<file path="config.mk">
export PLATFORM = sky130hd
export DESIGN_NAME = mri_ctrl
export DESIGN_NICKNAME = d
export VERILOG_FILES = /design/src/rtl/mri_pkg.sv /design/src/rtl/mri_ctrl.sv
export SDC_FILE = /design/constraint.sdc
export NUM_CORES = 1
export LEC_CHECK = 0
export ABC_CLOCK_PERIOD_IN_PS = 1160
export BUFFER_PORTS_ARGS = -buffer_cell sky130_fd_sc_hd__buf_2
export CAP_MARGIN = 10
export CORE_AREA = 2 2 39 41
export DETAILED_ROUTE_END_ITERATION = 10
export DIE_AREA = 0 0 41 43
export MAX_ROUTING_LAYER = met4
export SYNTH_ARGS = -nofsm -noshare
export SYNTH_HDL_FRONTEND = slang
export SYNTH_SLANG_ARGS = --single-unit
</file>
<file path="constraint.sdc">
create_clock -name i_clk -period 1.16 [get_ports i_clk]
set_input_delay 0.058 -clock i_clk [delete_from_list [all_inputs] [get_ports i_clk]]
set_output_delay 0.058 -clock i_clk [all_outputs]
set_load 0.02 [all_outputs]
</file>
<file path="src/rtl/mri_pkg.sv">
package mri_pkg;

    // field widths of the ports
    localparam int CH_W     = 8;
    localparam int START_W  = 10;
    localparam int LENGTH_W = 11;

    // default string capacity
    localparam int MAX_LEN_DEF = 1024;

    typedef enum logic [1:0] {
        S_LOAD,
        S_CHECK,
        S_READ,
        S_CMP
    } t_state;

    // commands from the controller to the datapath
    typedef struct packed {
        logic load;
        logic rd;
        logic cmp;
        logic finish;
    } t_dp_cmd;

    // status from the datapath to the controller
    typedef struct packed {
        logic cand_ok;
        logic equal;
        logic full_match;
    } t_dp_status;

endpackage

</file>
<file path="src/rtl/mri_ctrl.sv">
module mri_ctrl (
    input  logic                i_clk,
    input  logic                i_rst_n,
    input  logic                i_start,
    input  logic                i_last,
    input  mri_pkg::t_dp_status i_status,
    output mri_pkg::t_dp_cmd    o_cmd,
    output logic                o_busy
);
    import mri_pkg::*;

    t_state r_state;
    t_state n_state;

    always_ff @(posedge i_clk) begin
        if (!i_rst_n) begin
            r_state <= S_LOAD;
        end else begin
            r_state <= n_state;
        end
    end

    always_comb begin
        n_state = r_state;
        o_cmd   = '0;
        case (r_state)
            S_LOAD: begin
                if (i_start) begin
                    o_cmd.load = 1'b1;
                    if (i_last) begin
                        n_state = S_CHECK;
                    end
                end
            end
            S_CHECK: begin
                if (i_status.cand_ok) begin
                    o_cmd.rd = 1'b1;
                    n_state  = S_CMP;
                end else begin
                    o_cmd.finish = 1'b1;
                    n_state      = S_LOAD;
                end
            end
            S_READ: begin
                o_cmd.rd = 1'b1;
                n_state  = S_CMP;
            end
            S_CMP: begin
                o_cmd.cmp = 1'b1;
                if (i_status.full_match) begin
                    o_cmd.finish = 1'b1;
                    n_state      = S_LOAD;
                end else if (i_status.equal) begin
                    n_state = S_READ;
                end else begin
                    n_state = S_CHECK;
                end
            end
            default: begin
                n_state = S_LOAD;
            end
        endcase
    end

    assign o_busy = (r_state != S_LOAD);

    // a compare always follows a memory read
    a_cmp_after_read: assert property (@(posedge i_clk) disable iff (!i_rst_n)
        (r_state == S_CMP) |-> $past(o_cmd.rd))
        else $error("compare without a preceding read");

    // a read and a finish never coincide
    a_rd_finish_excl: assert property (@(posedge i_clk) disable iff (!i_rst_n)
        !(o_cmd.rd && o_cmd.finish))
        else $error("read and finish in the same cycle");

    // characters are only written while loading
    a_load_idle: assert property (@(posedge i_clk) disable iff (!i_rst_n)
        o_cmd.load |-> !o_busy)
        else $error("load while busy");

endmodule

</file>
# After elaboration in Yosys (flattened, before gate mapping)

Cells that the tools add are included.

Output and inout bits: 5
Bits in registers: 2
Word-level logic and storage cells: 23
Input port bits: 7

Reductions and logical operators: 3
Muxes and demuxes: 14
Equal/unequal tests: 5

Operators with widths:

| kind                                                                   | count |
|---|---|
| 2-bit two-way mux                                                      | 5 |
| 2-bit one-hot mux with 4 select lines                                  | 1 |
| 1-bit two-way mux                                                      | 6 |
| 2-bit equality test (second input constant)                            | 2 |
| 2-bit inequality test (second input constant)                          | 2 |
| 1-bit one-hot mux with 2 select lines                                  | 2 |
| 2-bit by 1-bit equality test with 1-bit output (second input constant) | 1 |
| 2-bit zero test                                                        | 1 |
| 2-bit AND reduction                                                    | 1 |
| 2-bit nonzero test                                                     | 1 |

# Logic depth before layout (Yosys ltp)

Depth in word-level cells: 3
Depth in mapped cells: 4
Depth with buffers taken out: 4

# Least setup slack after synthesis

Ideal clock, no wire load.

Path kind: flip-flop to flip-flop
Start point: register r_state[0]
End point: register r_state[0]
Setup slack: -0.161 ns
Required time: 1.074 ns
Cell stages (with the launch flop): 4
Data arrival time: 1.234 ns
Period minus slack after synthesis: 1.321 ns
Setup time: 0.086 ns
Buffers on the path: 0
Cell sequence: dfxtp_1 > ha_1 > or3b_1 > a221oi_2

Word-level cells in the longest chain between the ends: 3
Elaborated cells between the ends (all ways): 8
Classes of those cells: 5 x eq/ne; 1 x mux; 2 x reduce/logical

RTL lines:

| what                            | line           | text |
|---|---|---|
| from (decl)                     | mri_ctrl.sv:12 | `t_state r_state;` |
| from (signal assigned)          | mri_ctrl.sv:19 | `r_state <= n_state;` |
| 2-bit zero test                 | mri_ctrl.sv:26 | `case (r_state)` |
| 2-bit inequality test (no line) | n/a            |  |
| 2-bit AND reduction (no line)   | n/a            |  |

Parallel ways exist; a longest one is shown, timed or not.
A chain may end at the register's enable or synchronous reset.

==> results.md <==
* Status: finished with violations
* Failing checks: setup timing
* Chip height at approximately 43 um
* Flop pwr share at 15.6%
* Met1 usage at 8.31%
* CP startpoint: r_state[0]
* CP max FO at 4
* Post-synthesis mux area share at 0%
* Most flops, register: r_state
* Cts hold-fix bufs at 0
* Iteration-0 DRC Markers at 2
* CTS buffer count at 3
* Largest net degree at the start of global routing at 5
* Area Overhead vs Synth at 130%
* DRT antenna net count at 0
* Critical path's most frequent cell: buf_6
* Post-synthesis adder-cell area fraction at between 20% and 30%
* CP Class: flip-flop to primary output
* Most frequent cells in the layout: 7 x buf_2, 6 x buf_6, 4 x ha_4
* Int Pwr at 0.758 mW
* Setup ws final at -0.0776 ns
* Unrepaired setup endpoints after global routing: yes
* FF-to-FF Start: r_state[0]
* Routability cong. at 0.761
* Post-DR vias/cell at 4.22
* Vias in the first global route at ~240
* Sw frac at a little over 40%
* DRC at 0
* Cell family with most CP delay: flip-flops
* Final hold violation count at 0
* Worst Tran Pin Value at ~0.23 ns
* YS warnings at 0
* DR pass1 iterations at 2
* Met2 Use GR at 13.1%
* Fill cell count at about 150
* CP max stage delay at 0.39 ns
* Max Buffers Root-to-Sink at 2
* Commonest non-fill, non-tap cell in the layout: buf_2
* Top flop regs: r_state (2)
* Min-delay worst type: primary input to flip-flop
* Total I/O pin count at 12
* H-tree depth at 1
* Finish-stage setup viols at 5
* Worst-skew pair later-pin latency at 0.23 ns
* Met3 usage at 7.85%
* Hold_ws at 0.0944 ns
* Crit. End Element: primary output
* # nets final at 55
* Tcrit/Tclk final at 107%
* Reg2Reg Depth at 5
* PortBufs at 11
* Largest cells by area after synthesis: ha_1 25%, dfxtp_1 20%, inv_1 9.3%
* Gr ovfl total at 0
* Initial Util at ~15%
* Max cap viols at 0
* Gr busiest metal: met2
* Row count at 14
* NetSw at 0.534 mW
* Max Clk Rate at about 810 MHz
* Final instance area at 465 sq um
* CP Depth at 5
* WP data arrival at ~1.2 ns
* PwrDens at roughly 2800 nW/um^2
* Cells along the critical path: inv_4, ha_4, buf_6, and2_4, buf_6
* Die Wd at a little over 40 um
* HPWL after DPL at 368 um
* Crit-path slowest cell: dfxtp_4
* Avg WL per Cell at 11.4 um
* Total power at 1.29 mW
* Clk root buf: clkbuf_4
* Largest family of logic cells by synthesized area: compound AO/OA/AOI/OAI gates
* Clock net sink count at 2
* Full die area at 1760 sq um
* Via count at 245
* Maximum vdd drop at 0.661 mV
* Total routed wirelength at between 600 and 700 um
* Post-synthesis compound-gate area fraction at 25.3%
* Mapped Avg Cell Area at 8.45 sq um
* Syn Nets at 35
* CORE AREA at between 1000 and 1500 sq um
* Logic pwr share at 72.2%
* Synth Area in Simple Gates at 21.0%
* R2r setup slk at -0.06 ns
* Clock Power Share at 12.2%
* Worst path required time at 1.10 ns
* Max Slew Vio Count at 0
* Number of antenna violations at the first check in global routing at 0
* Post-synth top area share at between 20% and 30%
* Final core utilization at 33.6%
* Max reg flops at 2
* Total track usage at 9.14%
* Final setup TNS at -0.272 ns
* Diodes inserted at 0
* Cells after synthesis at 24
* Clock skew at 0.00590 ns
* Clk slew on worst S/H paths at 0.03 ns
* WP buf/inv at 3
* Post-Synth XOR/XNOR Area at 0%
* Cell taking the most area after synthesis: ha_1
* Layout cell share with drive strength beyond 1 at 83.3%
* Relative slew margins at 84.6%
* Register bit total from synthesis at 2
* Hold Path Origin: i_rst_n
* Register area share after synthesis at roughly a fifth
* CTS tree: done
* Placed inst area at 310 sq um
* Global-route wire length before repair at ~950 um
* Netlist cell types at 14
* Critical path launch point type: flip-flop
* Worst hold stages at 3
* Leakage power at roughly 0.19 nW
* Crit path time final at 1.24 ns
* Post-Syn Area at between 200 and 250 sq um
-- cells by family after synthesis --
kind of cell	after synthesis
compound gates	6
fa+ha+maj	4
buf+inv	5
flops	2
simple gates	7
-- power groups by stage --
stage	logic, mW	registers [mW]	clock network, mW
2_1_floorplan	0.365	0.141	0
3_3_place_gp	0.510	0.150	0
3_5_place_dp	0.512	0.151	0
4_1_cts	0.722	0.192	0.164
5_1_grt	1.01	0.210	0.179
6_report	0.933	0.201	0.158
-- cells in the mapped netlist --
master and n:
or3b_1 1, nand2_1 2, inv_1 5, a221oi_1 1, a221oi_2 1, a211oi_1 1
a21oi_1 1, nor2b_1 2, a21bo_2 1, ha_1 4, and2_1 1, o21ai_0 1
nand3b_1 1, dfxtp_1 2
-- stage by stage --
stage / cells / setup slack [ns]
4_1_cts: 58 / -0.0668
3_5_place_dp: 53 / -0.103
2_1_floorplan: 24 / -0.0638
5_1_grt: 58 / -0.125
6_report: 58 / -0.0776
3_3_place_gp: 53 / -0.0811
-- cell type report --
| class | instances | area (sq um) | share of cell area, % |
|---|---|---|---|
| flip-flops and latches | 2 | 47.5 | 10.2 |
| well taps | 16 | 20.0 | 4.30 |
| repair buffers | 15 | 118 | 25.3 |
| clock buffers | 3 | 22.5 | 4.84 |
| multi-input cells | 17 | 234 | 50.3 |
| inverters | 5 | 23.8 | 5.11 |
-- tightest hold or removal path, stage by stage --
cell	delay, ns
buf_2	0.10
inv_1	0.08
a221oi_2	0.04
-- worst paths after layout --
path / endpoint
worst min register to register: r_state[1]
worst max-delay path: o_cmd[3]
worst max register to register: r_state[0]
worst min-delay path: r_state[0]
-- metal layers --
layer / vias up / share of wire, %
met5: - / 0
met4: 0 / 0
met3: 0 / 11
met2: 14 / 52
met1: 113 / 37
li1: 118 / -
-- what timing repair did --
| item | CTS | global route |
|---|---|---|
| pin swaps | 5 | 2 |
| endpoints found under the setup margin | 6 | 6 |
| setup buffers | 2 | 0 |
| hold endpoints to repair | 0 | 0 |
| resized for setup | 23 | 11 |
Note: power is estimated with default switching activity, not from simulation.
